`config.mk`:
```
export PLATFORM = sky130hd
export DESIGN_NAME = cubic_bezier_easing_unit
export DESIGN_NICKNAME = d
export VERILOG_FILES = /design/src/cbe_pkg.sv /design/src/cbe_ctrl.sv /design/src/cbe_dp.sv /design/src/cubic_bezier_easing_unit.sv
export SDC_FILE = /design/constraint.sdc
export NUM_CORES = 2
export LEC_CHECK = 0
export BUFFER_PORTS_ARGS = -buffer_cell sky130_fd_sc_hd__buf_4
export CAP_MARGIN = 20
export CORE_ASPECT_RATIO = 0.6
export CORE_MARGIN = 2
export CORE_UTILIZATION = 52
export CTS_CLUSTER_DIAMETER = 60
export DETAILED_ROUTE_END_ITERATION = 10
export PLACE_DENSITY = 0.68
export SYNTH_ARGS = -nofsm -noshare
export SYNTH_HDL_FRONTEND = slang
export SYNTH_SLANG_ARGS = --single-unit
```
`constraint.sdc`:
```
create_clock -name clk -period 27.3 [get_ports clk]
set_input_delay 5.46 -clock clk [delete_from_list [all_inputs] [get_ports clk]]
set_output_delay 5.46 -clock clk [all_outputs]
set_load 0.01 [all_outputs]
```
`src/cbe_pkg.sv`:
```
// ----------------------------------------------------------------------------
// Cubic Bezier easing package
// Request and result types, controller states, datapath operations and the
// fixed constants shared by the easing unit.
// ----------------------------------------------------------------------------
package cbe_pkg;

  typedef struct packed {
    logic signed [18:0] time_in;
    logic [6:0]         ctrl_x1;
    logic [6:0]         ctrl_y1;
    logic [6:0]         ctrl_x2;
    logic [6:0]         ctrl_y2;
  } cbe_req_t;

  typedef struct packed {
    logic [16:0] eased_value;
    logic [16:0] curve_param;
  } cbe_res_t;

  typedef enum logic [3:0] {
    ST_IDLE,
    ST_UU,
    ST_TT,
    ST_W1,
    ST_W2,
    ST_W3,
    ST_A1,
    ST_A2,
    ST_A3,
    ST_DIFF,
    ST_STEP,
    ST_YSCALE,
    ST_YDIV,
    ST_EMIT
  } cbe_state_t;

  typedef enum logic [3:0] {
    OP_NONE,
    OP_LOAD,
    OP_UU,
    OP_TT,
    OP_W1,
    OP_W2,
    OP_W3,
    OP_A1,
    OP_A2,
    OP_A3,
    OP_DIFF,
    OP_STEP,
    OP_YSCALE,
    OP_YDIV,
    OP_EMIT
  } cbe_op_t;

  typedef struct packed {
    cbe_op_t op;
    logic    use_y;
  } cbe_cmd_t;

  typedef struct packed {
    logic close;
    logic out_busy;
  } cbe_status_t;

  localparam int          TOL_UNITS  = 83;
  localparam int          CODE_SCALE = 127;
  localparam logic [24:0] RECIP_127  = 25'd16909320;
  localparam int          RECIP_SH   = 31;
  localparam logic [16:0] Q16_ONE    = 17'd65536;

endpackage

```
`src/cbe_ctrl.sv`:
```
// ----------------------------------------------------------------------------
// Cubic Bezier easing controller
// Sequences the curve evaluation steps, the bisection iterations and the
// final eased value pass, and handles the request handshake.
// ----------------------------------------------------------------------------
module cbe_ctrl import cbe_pkg::*; #(
  parameter int ITERATIONS = 24
) (
  input  logic        clk,
  input  logic        rst,
  input  logic        req_valid,
  output logic        req_stall,
  input  cbe_status_t status,
  output cbe_cmd_t    cmd
);

  localparam int ITER_W = $clog2(ITERATIONS);
  localparam logic [ITER_W-1:0] LAST_ITER = ITER_W'(ITERATIONS - 1);

  cbe_state_t        state;
  cbe_state_t        state_next;
  logic [ITER_W-1:0] iter;
  logic              ypass;

  always_ff @(posedge clk) begin
    if (rst) begin
      state <= ST_IDLE;
      iter  <= '0;
      ypass <= 1'b0;
    end else begin
      state <= state_next;
      if (state == ST_IDLE && req_valid) begin
        iter  <= '0;
        ypass <= 1'b0;
      end else if (state == ST_STEP) begin
        if (status.close || iter == LAST_ITER) begin
          ypass <= 1'b1;
        end else begin
          iter <= iter + 1'b1;
        end
      end
    end
  end

  always_comb begin
    state_next = state;
    unique case (state)
      ST_IDLE:   if (req_valid) state_next = ST_UU;
      ST_UU:     state_next = ST_TT;
      ST_TT:     state_next = ST_W1;
      ST_W1:     state_next = ST_W2;
      ST_W2:     state_next = ST_W3;
      ST_W3:     state_next = ST_A1;
      ST_A1:     state_next = ST_A2;
      ST_A2:     state_next = ST_A3;
      ST_A3:     state_next = ypass ? ST_YSCALE : ST_DIFF;
      ST_DIFF:   state_next = ST_STEP;
      ST_STEP:   state_next = ST_UU;
      ST_YSCALE: state_next = ST_YDIV;
      ST_YDIV:   state_next = ST_EMIT;
      ST_EMIT:   if (!status.out_busy) state_next = ST_IDLE;
      default:   state_next = ST_IDLE;
    endcase
  end

  always_comb begin
    req_stall = (state != ST_IDLE);
    cmd.use_y = ypass;
    unique case (state)
      ST_IDLE:   cmd.op = req_valid ? OP_LOAD : OP_NONE;
      ST_UU:     cmd.op = OP_UU;
      ST_TT:     cmd.op = OP_TT;
      ST_W1:     cmd.op = OP_W1;
      ST_W2:     cmd.op = OP_W2;
      ST_W3:     cmd.op = OP_W3;
      ST_A1:     cmd.op = OP_A1;
      ST_A2:     cmd.op = OP_A2;
      ST_A3:     cmd.op = OP_A3;
      ST_DIFF:   cmd.op = OP_DIFF;
      ST_STEP:   cmd.op = OP_STEP;
      ST_YSCALE: cmd.op = OP_YSCALE;
      ST_YDIV:   cmd.op = OP_YDIV;
      ST_EMIT:   cmd.op = status.out_busy ? OP_NONE : OP_EMIT;
      default:   cmd.op = OP_NONE;
    endcase
  end

endmodule

```
`src/cbe_dp.sv`:
```
// ----------------------------------------------------------------------------
// Cubic Bezier easing datapath
// One shared multiplier evaluates the Bernstein terms and the weighted sum,
// a subtractor forms the bisection error, and a reciprocal multiply with a
// one-step correction scales the eased value into Q16.
// ----------------------------------------------------------------------------
module cbe_dp import cbe_pkg::*; #(
  parameter int FRAC_BITS = 16
) (
  input  logic        clk,
  input  logic        rst,
  input  cbe_cmd_t    cmd,
  output cbe_status_t status,
  input  cbe_req_t    req_data,
  output logic        res_valid,
  input  logic        res_stall,
  output cbe_res_t    res_data
);

  localparam int F      = FRAC_BITS;
  localparam int TW     = F + 1;
  localparam int PW     = 2 * TW;
  localparam int SW     = F + 10;
  localparam int DW     = F + 27;
  localparam int NW     = SW + 17;
  localparam int MW     = 24;
  localparam int QW     = 18;
  localparam int RS     = (F > 16) ? (F - 16) : 0;
  localparam int LS     = (F < 16) ? (16 - F) : 0;
  localparam int TQW    = TW + LS + 1;
  localparam int HALF_T = (1 << RS) >> 1;

  localparam logic [TW-1:0]        ONE_T    = {1'b1, {F{1'b0}}};
  localparam logic [TW-1:0]        HALF_ONE = {2'b01, {(F - 1){1'b0}}};
  localparam logic signed [DW-1:0] TOL_POS  = DW'(TOL_UNITS) << F;
  localparam logic signed [DW-1:0] TOL_NEG  = -TOL_POS;
  localparam logic [NW-1:0]        HALF_DEN = NW'(CODE_SCALE) << (F - 1);

  logic [DW-2:0]        target;
  logic [8:0]           px1;
  logic [8:0]           px2;
  logic [8:0]           py1;
  logic [8:0]           py2;
  logic [TW-1:0]        t_cur;
  logic [TW-1:0]        lo;
  logic [TW-1:0]        hi;
  logic [TW-1:0]        uu;
  logic [TW-1:0]        tt;
  logic [TW-1:0]        w1;
  logic [TW-1:0]        w2;
  logic [TW-1:0]        w3;
  logic [SW-1:0]        acc;
  logic signed [DW-1:0] d;
  logic [MW-1:0]        m;
  logic [QW-1:0]        qe;

  logic [TW-1:0]        u;
  logic [TW-1:0]        mul_a;
  logic [TW-1:0]        mul_b;
  logic [PW-1:0]        prod;
  logic [TW-1:0]        prod_f;
  logic [TW-1:0]        lo_n;
  logic [TW-1:0]        hi_n;
  logic [TW:0]          mid_sum;
  logic [16:0]          tc;
  logic [23:0]          tc127;
  logic [NW-1:0]        n_sum;
  logic [MW+24:0]       qprod;
  logic [24:0]          qe127;
  logic [24:0]          rem;
  logic [QW-1:0]        q_fix;
  logic [16:0]          yq;
  logic [TQW-1:0]       tq_sum;
  logic [TQW-1:0]       tq_w;
  logic [16:0]          tq;
  logic [8:0]           coef_a;
  logic [8:0]           coef_b;

  assign u      = ONE_T - t_cur;
  assign coef_a = cmd.use_y ? py1 : px1;
  assign coef_b = cmd.use_y ? py2 : px2;

  always_comb begin
    case (cmd.op)
      OP_UU: begin
        mul_a = u;
        mul_b = u;
      end
      OP_TT: begin
        mul_a = t_cur;
        mul_b = t_cur;
      end
      OP_W1: begin
        mul_a = uu;
        mul_b = t_cur;
      end
      OP_W2: begin
        mul_a = u;
        mul_b = tt;
      end
      OP_W3: begin
        mul_a = tt;
        mul_b = t_cur;
      end
      OP_A1: begin
        mul_a = w1;
        mul_b = TW'(coef_a);
      end
      OP_A2: begin
        mul_a = w2;
        mul_b = TW'(coef_b);
      end
      OP_A3: begin
        mul_a = w3;
        mul_b = TW'(CODE_SCALE);
      end
      default: begin
        mul_a = '0;
        mul_b = '0;
      end
    endcase
  end

  assign prod   = mul_a * mul_b;
  assign prod_f = prod[F +: TW];

  assign status.close    = (d < TOL_POS) && (d > TOL_NEG);
  assign status.out_busy = res_valid && res_stall;

  always_comb begin
    lo_n = lo;
    hi_n = hi;
    if (d[DW-1]) begin
      hi_n = t_cur;
    end else begin
      lo_n = t_cur;
    end
    mid_sum = {1'b0, lo_n} + {1'b0, hi_n};
  end

  always_comb begin
    if (req_data.time_in[18]) begin
      tc = '0;
    end else if (req_data.time_in[17:0] > 18'(Q16_ONE)) begin
      tc = Q16_ONE;
    end else begin
      tc = req_data.time_in[16:0];
    end
    tc127 = {tc, 7'b0} - {7'b0, tc};
  end

  assign n_sum = {1'b0, acc, 16'h0000} + HALF_DEN;
  assign qprod = m * RECIP_127;

  always_comb begin
    qe127 = {qe, 7'b0} - {7'b0, qe};
    rem   = {1'b0, m} - qe127;
    q_fix = (rem >= 25'(CODE_SCALE)) ? qe + 1'b1 : qe;
    yq    = (q_fix > QW'(Q16_ONE)) ? Q16_ONE : q_fix[16:0];
  end

  always_comb begin
    tq_sum = (TQW'(t_cur) << LS) + TQW'(HALF_T);
    tq_w   = tq_sum >> RS;
    tq     = (tq_w > TQW'(Q16_ONE)) ? Q16_ONE : tq_w[16:0];
  end

  always_ff @(posedge clk) begin
    case (cmd.op)
      OP_LOAD: begin
        target <= {2'b00, tc127, {F{1'b0}}};
        px1    <= {req_data.ctrl_x1, 1'b0} + {2'b00, req_data.ctrl_x1};
        px2    <= {req_data.ctrl_x2, 1'b0} + {2'b00, req_data.ctrl_x2};
        py1    <= {req_data.ctrl_y1, 1'b0} + {2'b00, req_data.ctrl_y1};
        py2    <= {req_data.ctrl_y2, 1'b0} + {2'b00, req_data.ctrl_y2};
        lo     <= '0;
        hi     <= ONE_T;
        t_cur  <= HALF_ONE;
      end
      OP_UU:  uu  <= prod_f;
      OP_TT:  tt  <= prod_f;
      OP_W1:  w1  <= prod_f;
      OP_W2:  w2  <= prod_f;
      OP_W3:  w3  <= prod_f;
      OP_A1:  acc <= prod[SW-1:0];
      OP_A2:  acc <= acc + prod[SW-1:0];
      OP_A3:  acc <= acc + prod[SW-1:0];
      OP_DIFF: begin
        d <= $signed({1'b0, target}) - $signed({1'b0, acc, 16'h0000});
      end
      OP_STEP: begin
        if (!status.close) begin
          lo    <= lo_n;
          hi    <= hi_n;
          t_cur <= mid_sum[TW:1];
        end
      end
      OP_YSCALE: m  <= n_sum[F +: MW];
      OP_YDIV:   qe <= qprod[RECIP_SH +: QW];
      OP_EMIT: begin
        res_data.eased_value <= yq;
        res_data.curve_param <= tq;
      end
      default: ;
    endcase
  end

  always_ff @(posedge clk) begin
    if (rst) begin
      res_valid <= 1'b0;
    end else if (cmd.op == OP_EMIT) begin
      res_valid <= 1'b1;
    end else if (!res_stall) begin
      res_valid <= 1'b0;
    end
  end

endmodule

```
`src/cubic_bezier_easing_unit.sv`:
```
// ----------------------------------------------------------------------------
// Cubic Bezier easing unit
// Clamps a Q16 time, finds the curve parameter whose x matches it by
// bisection, and returns that parameter and the curve y, both in Q16.
//
//   Channel  Signals                        Carries
//   req      req_valid, req_stall, req_data time and four control codes
//   res      res_valid, res_stall, res_data eased value and curve parameter
//
// A request runs k bisection steps, where k is 1 to ITERATIONS; each step
// is eight passes through the shared multiplier plus an error subtract and
// an update. A final y pass, the scaling and the correction follow them.
// The unit stalls new requests until the current one has been emitted.
// Reset clears the controller and the result valid flag.
// A stalled result does not block the next request until a second result is
// ready to be written.
// ----------------------------------------------------------------------------
module cubic_bezier_easing_unit import cbe_pkg::*; #(
  parameter int ITERATIONS = 24,
  parameter int FRAC_BITS  = 16
) (
  input  logic     clk,
  input  logic     rst,
  input  logic     req_valid,
  output logic     req_stall,
  input  cbe_req_t req_data,
  output logic     res_valid,
  input  logic     res_stall,
  output cbe_res_t res_data
);

  cbe_cmd_t    cmd;
  cbe_status_t status;

  cbe_ctrl #(
    .ITERATIONS(ITERATIONS)
  ) u_ctrl (
    .clk       (clk),
    .rst       (rst),
    .req_valid (req_valid),
    .req_stall (req_stall),
    .status    (status),
    .cmd       (cmd)
  );

  cbe_dp #(
    .FRAC_BITS(FRAC_BITS)
  ) u_dp (
    .clk       (clk),
    .rst       (rst),
    .cmd       (cmd),
    .status    (status),
    .req_data  (req_data),
    .res_valid (res_valid),
    .res_stall (res_stall),
    .res_data  (res_data)
  );

endmodule
```
Yosys cells after proc, flatten, opt, wreduce, memory -nomap -nowiden
Cells that the tools add are included.
- bits in registers: 352
- input port bits: 51
- output and inout bits: 36
- add/sub/neg operators: 14
- multiply operators: 2
- magnitude comparators: 6
- equality and inequality tests: 32
- multiplexer cells: 25
- bitwise operators: 1
- reductions and logical operators: 16
- operator list (operator ; number):
    17-bit two-way mux ; 7
    17-bit one-hot mux with 7 select lines ; 1
    4-bit one-hot mux with 14 select lines ; 2
    17-bit one-hot mux with 2 select lines ; 3
    17-bit one-hot mux with 6 select lines ; 1
    4-bit equality test (second input constant) ; 13
    26-bit one-hot mux with 2 select lines ; 1
    24-bit by 22-bit multiplier with 46-bit output (second input constant) ; 1
    43-bit by 24-bit greater-than comparator with 1-bit output (second input constant) ; 1
    43-bit by 24-bit < comparator with 1-bit output (second input constant) ; 1
    40-bit by 42-bit subtractor with 43-bit output ; 1
    40-bit by 22-bit adder with 40-bit output (second input constant) ; 1
    8-bit by 7-bit adder with 9-bit output ; 4
    18-bit by 17-bit greater-than comparator with 1-bit output (second input constant) ; 2
    17-bit by 17-bit multiplier with 33-bit output ; 1
    4-bit by 3-bit equality test with 1-bit output (second input constant) ; 8
    26-bit adder ; 1
    25-bit by 7-bit greater-or-equal comparator with 1-bit output (second input constant) ; 1
    24-bit by 25-bit subtractor with 25-bit output ; 1
    25-bit by 18-bit subtractor with 25-bit output ; 1
    24-bit by 17-bit subtractor with 24-bit output ; 1
    17-bit by 17-bit adder with 18-bit output ; 1
    18-bit by 1-bit adder with 18-bit output (second input constant) ; 1
    18-bit two-way mux ; 1
    21 further kinds ; 40

Logic depth before layout (Yosys ltp)
- depth after elaboration: 9
- gate-level depth with buffers: 41
- depth with buffers taken out: 40

By module
Synthesis repeated with hierarchy kept, for this count alone.
- cell total of the unflattened synthesis: 3484
- area, all modules: 33497.1 um^2
- modules (own cells, without submodules) (module ; times used ; cells an instance ; area each (um^2)):
    cbe_dp ; 1 ; 3400 ; 32817.7
    cbe_ctrl ; 1 ; 84 ; 679.4

Worst setup path before layout
Ideal clock, no wire load.
- path kind: input port to flip-flop
- from: input req_valid
- to: register u_dp.acc[25] (data pin)
- setup time: 0.268 ns
- arrival time: 13.556 ns
- slack: 13.476 ns
- stages on the path: 36
- path through: nor4_1 -> a311oi_1 -> a211oi_1 -> o221ai_1 -> a221oi_1 -> clkbuf_1 -> nor2_1 -> fa_1 -> inv_1 -> fa_1 -> fa_1 -> fa_1 -> inv_1 -> fa_1 -> inv_1 -> fa_1 -> inv_1 -> ha_1 -> a21oi_1 -> nand2b_1 -> o21ai_0 -> o22ai_1 -> o41ai_1 -> o21bai_1 -> a21oi_1 -> xnor2_1 -> ha_1 -> a21oi_1 -> inv_1 -> a21oi_1 -> a21bo_2 -> a21oi_1 -> a21oi_1 -> xor2_1 -> nand2_1 -> xnor2_1
- longest elaborated chain between the ends: 8
- RTL lines (element ; RTL line ; text):
    start, declared ; cubic_bezier_easing_unit.sv:24 ; input logic req_valid,
    1-bit two-way mux * ; cbe_ctrl.sv:70 ; ST_IDLE: cmd.op = req_valid ? OP_LOAD : OP_NONE;
    4-bit one-hot mux with 14 select lines * ; cbe_ctrl.sv:69 ; unique case (state)
    4-bit by 2-bit equality test with 1-bit output / 4-bit by 3-bit equality test with 1-bit output (equally long branches) ; cbe_dp.sv:84 ; case (cmd.op)
    3-bit OR reduction (no line) / 2-bit OR reduction (equally long branches) ; n/a ;
    17-bit one-hot mux with 6 select lines / 17-bit one-hot mux with 7 select lines (equally long branches) ; cbe_dp.sv:84 ;
    17-bit by 17-bit multiplier with 33-bit output * ; cbe_dp.sv:124 ; assign prod = mul_a * mul_b;
    named net u_dp.prod[20] ; cbe_dp.sv:60 ; logic [PW-1:0] prod;
    26-bit adder * ; cbe_dp.sv:186, cbe_dp.sv:187 ;
    26-bit one-hot mux with 2 select lines * ; cbe_dp.sv:169 ; case (cmd.op)
    end signal, assigned ; cbe_dp.sv:185 ; OP_A1: acc <= prod[SW-1:0];
    end signal, assigned ; cbe_dp.sv:186 ; OP_A2: acc <= acc + prod[SW-1:0];
    end signal, assigned ; cbe_dp.sv:187 ; OP_A3: acc <= acc + prod[SW-1:0];
    end, declared ; cbe_dp.sv:52 ; logic [SW-1:0] acc;
The timed path passes the listed nets; every way through them passes the cells marked *.
A chain may end at the register's enable or synchronous reset.

Worst setup path after layout
Ends and elaborated chain as after synthesis.

==> flow_metrics.env <==
export IMPL_status="finished, final reports clean"
export IMPL_cts_root_buf="clkbuf_16"
export IMPL_critPathBufInv=8
export IMPL_hpwlAfterDp_mm=70.85
export IMPL_core_rowCount=71
export IMPL_antenna_found_initial=2
export IMPL_multi_input_area_mm2=0.02075
export IMPL_numCtsBuffers=36
export IMPL_power_leakage_nw=16.42
export IMPL_post_route_util_pct=57.30
export IMPL_power_frac_comb_pct=43.1
export IMPL_initial_core_util_pct=52.72
export IMPL_crit_arrival_ns=14.83
export IMPL_holdWs_ns=0.5275
export IMPL_p_int_mw=1.236
export IMPL_synth_cell_type_count=96
export IMPL_path_class="in2reg"
export IMPL_min_to="u_ctrl.iter[4]"
export IMPL_pre_cts_ws_ns=12.09
export IMPL_die_x_um=329.8
export IMPL_dr_first_iter_drc_count=2828
export IMPL_clk_pin_slew_ns=0.07
export IMPL_peakVddDrop_mv=0.04459
export IMPL_crit_path_end_kind="flip-flop"
export IMPL_total_power_mw=2.025
export IMPL_syn_nets=4110
export IMPL_rrSetupSlack_ns=15.64
export IMPL_clock_sinks=336
export IMPL_hold_start="u_ctrl.iter[4]"
export IMPL_grt_pass1_vias=23560
export IMPL_htree_levels=2
export IMPL_setup_ws_ns=12.78
export IMPL_grt_pass1_wl_mm=138.8
export IMPL_critPathRequiredTime_ns=27.61
export IMPL_p_clk_share_pct=24.1
export IMPL_fin_tns_setup_ns=0
export IMPL_synth_edf_count=325
export IMPL_reg2regPathDepth=35
export IMPL_routed_wirelength_mm=89.61
export IMPL_crit_family="adder cells"
export IMPL_period_share_pct=53.20
export IMPL_dieHeight_um=199.5
export IMPL_first_pass_iters=6
export IMPL_cts_setup_buffers=0
export IMPL_reg2reg_from="u_dp.t_cur[0]"
export IMPL_syn_area_mm2=0.03311
export IMPL_synth_cells=3422
export IMPL_n_antenna_cell=0
export IMPL_ys_seq_area_share_pct=30.14
export IMPL_skew_ns=0.02707
export IMPL_crit_fanout=15
export IMPL_routed_via_density=5.773
export IMPL_tightest_slew_ns=1.181
export IMPL_slew_headroom_pct=20.72
export IMPL_via_count=25160
export IMPL_hp_class="reg2reg"
export IMPL_dieArea_mm2=0.06578
export IMPL_p_sw_mw=0.7886
export IMPL_numPortBuffers=86
export IMPL_hold_buffers=0
export IMPL_core_mm2=0.06281
export IMPL_drc=0
export IMPL_synth_ff_type="edfxtp_1"
export IMPL_finalNetCount=4180
export IMPL_grt_usage_pct=27.69
export IMPL_slowest_stage="o41ai_1"
export IMPL_ys_ff_latch=336
export IMPL_synth_avg_cell_area_um2=9.677
export IMPL_finalCriticalPeriod_ns=14.52
export IMPL_area_growth_pct=8.683
export IMPL_max_cap_viol_count=0
export IMPL_async_flop_share_pct=0
export IMPL_cts_resized=0
export IMPL_clock_latency_ns=0.58
export IMPL_num_io_pins=87
export IMPL_clockBufferDepth=3
export IMPL_wl_per_cell_um=20.56
export IMPL_regToRegEndpoint="u_dp.acc[25]"
export IMPL_start_kind="input pin"
export IMPL_hold_depth=2
export IMPL_slowest_delay_ns=0.67
export IMPL_hold_viol_final=0
export IMPL_grt_max_degree=61
export IMPL_slew_viol_final=0
export IMPL_antenna_left=0
export IMPL_rsz0062_at_grt="false"
export IMPL_fillCellCount=5463
export IMPL_seqCellArea_mm2=0.009980
export IMPL_yosysWarnings=0
export IMPL_max_freq_mhz=68.85
export IMPL_grt_overflow_total=0
export IMPL_drive_above_1_share_pct=8.210
export IMPL_powerDensity_mw_per_mm2=56.27
export IMPL_cts_tree="done"
export IMPL_place_gp_congestion=0.9734
export IMPL_switching_share_pct=38.94
export IMPL_setup_viol=0
export IMPL_p_seq_share_pct=32.8
sequential cells by signal (all words and copies together) (netlist names), 18 cells and up:
| register | flops |
|---|---|
| u_dp.d | 27 |
| u_dp.m | 24 |
| u_dp.target | 24 |
| u_dp.qe | 18 |
| u_dp.res_data | 34 |
| u_dp.acc | 26 |
power groups by stage:
stage / combinational [mW] / clock, mW / sequential, mW
2_1_floorplan: 0.607 / 0 / 0.663
3_3_place_gp: 0.834 / 0 / 0.674
3_5_place_dp: 0.847 / 0 / 0.675
4_1_cts: 0.856 / 0.497 / 0.664
5_1_grt: 0.970 / 0.517 / 0.667
6_report: 0.872 / 0.488 / 0.665
logic make-up (layout without fill, tap and decap cells):
group / Yosys count / count (layout) / synth area share (%)
multiplexers: 53 / 53 / 1.727
AO/OA/AOI/OAI: 539 / 539 / 10.95
flip-flops: 336 / 336 / 30.14
buffers and inverters: 642 / 740 / 7.447
AND/OR/NAND/NOR: 1018 / 1018 / 14.70
XOR/XNOR: 197 / 197 / 5.210
adder cells (fa/ha/maj): 637 / 637 / 29.83
layout by cell type, fill, tap and decap left out, drive strengths merged, types with 48 or more instances in the layout:
cell	n
xor2	61
xnor2	136
nand2	291
a21oi	162
edfxtp	325
nor2b	50
nor2	291
and3	68
o21ai	87
nor3	68
inv	537
nand3	48
ha	383
fa	254
buf	138
final cells by class:
type | count | share of cell area (%)
clock buffer | 43 | 2.722
clock inverter | 23 | 0.4937
inverter | 535 | 5.580
multi-input combinational | 2444 | 57.65
sequential | 336 | 27.73
tap | 839 | 2.917
timing repair buffer | 139 | 2.906
worst register-to-register path, delay by kind of cell, from the launching register on:
| family | cells | cell delay [ns] |
|---|---|---|
| flip-flops | 1 | 0.58 |
| buffers and inverters | 5 | 0.59 |
| adder cells (fa/ha/maj) | 9 | 4.14 |
| AND/OR/NAND/NOR | 9 | 2.61 |
| XOR/XNOR | 3 | 0.69 |
| AO/OA/AOI/OAI | 9 | 2.76 |
routing by layer:
metal	track usage (%)	wire, µm	vias up
li1	-	-	11820
met5	0	10	-
met1	45.76	44170	12030
met3	9.738	12510	60
met2	34.21	32160	1250
met4	3.350	765	2
Yosys cell counts, drive strengths merged (5+ instances only):
master / n / area share (%)
clkbuf: 93 / 1.1
mux2i: 20 / 0.60
buf: 13 / 0.23
nor2b: 50 / 0.94
o21ai: 87 / 1.3
o31ai: 8 / 0.18
a31oi: 15 / 0.33
nand2b: 43 / 0.81
or2: 14 / 0.26
a21boi: 6 / 0.14
o221ai: 6 / 0.16
a222oi: 6 / 0.18
fa: 254 / 15
and2: 34 / 0.65
mux2: 33 / 1.1
xnor2: 136 / 3.6
a21oi: 162 / 2.4
o22ai: 6 / 0.11
o2111ai: 6 / 0.16
a221o: 5 / 0.15
nor2: 291 / 3.3
nand3: 48 / 0.74
a41o: 6 / 0.18
nand4: 31 / 0.59
nor3: 68 / 1.0
dfxtp: 11 / 0.67
nor4: 20 / 0.40
and3: 68 / 1.3
a22oi: 33 / 0.75
a221oi: 17 / 0.45
xor2: 61 / 1.6
or3: 26 / 0.49
inv: 533 / 6.0
a211oi: 32 / 0.79
o21a: 23 / 0.52
and4: 7 / 0.19
nor4b: 5 / 0.13
a21o: 42 / 0.96
ha: 383 / 14
edfxtp: 325 / 29
nand2: 291 / 3.3
o21bai: 23 / 0.52
a211o: 6 / 0.16
a2111oi: 6 / 0.23
worst max-delay path by stage:
stage	from	end	slack, ns	cells after the start
4_1_cts	req_valid	u_dp.acc[25]	12.70	37
3_3_place_gp	req_valid	u_dp.acc[25]	12.37	37
3_5_place_dp	req_valid	u_dp.acc[25]	12.09	37
6_report	req_valid	u_dp.acc[25]	12.78	38
5_1_grt	req_valid	u_dp.acc[25]	12.15	38
2_1_floorplan	req_valid	u_dp.acc[25]	13.48	36
stage by stage:
stage	instance area, µm²	instances
floorplan	33110	3422
global placement	34810	4291
detailed placement	34810	4291
CTS	35970	4357
global route	35990	4359
finish	35990	4359
(Power assumes the default switching activity.)
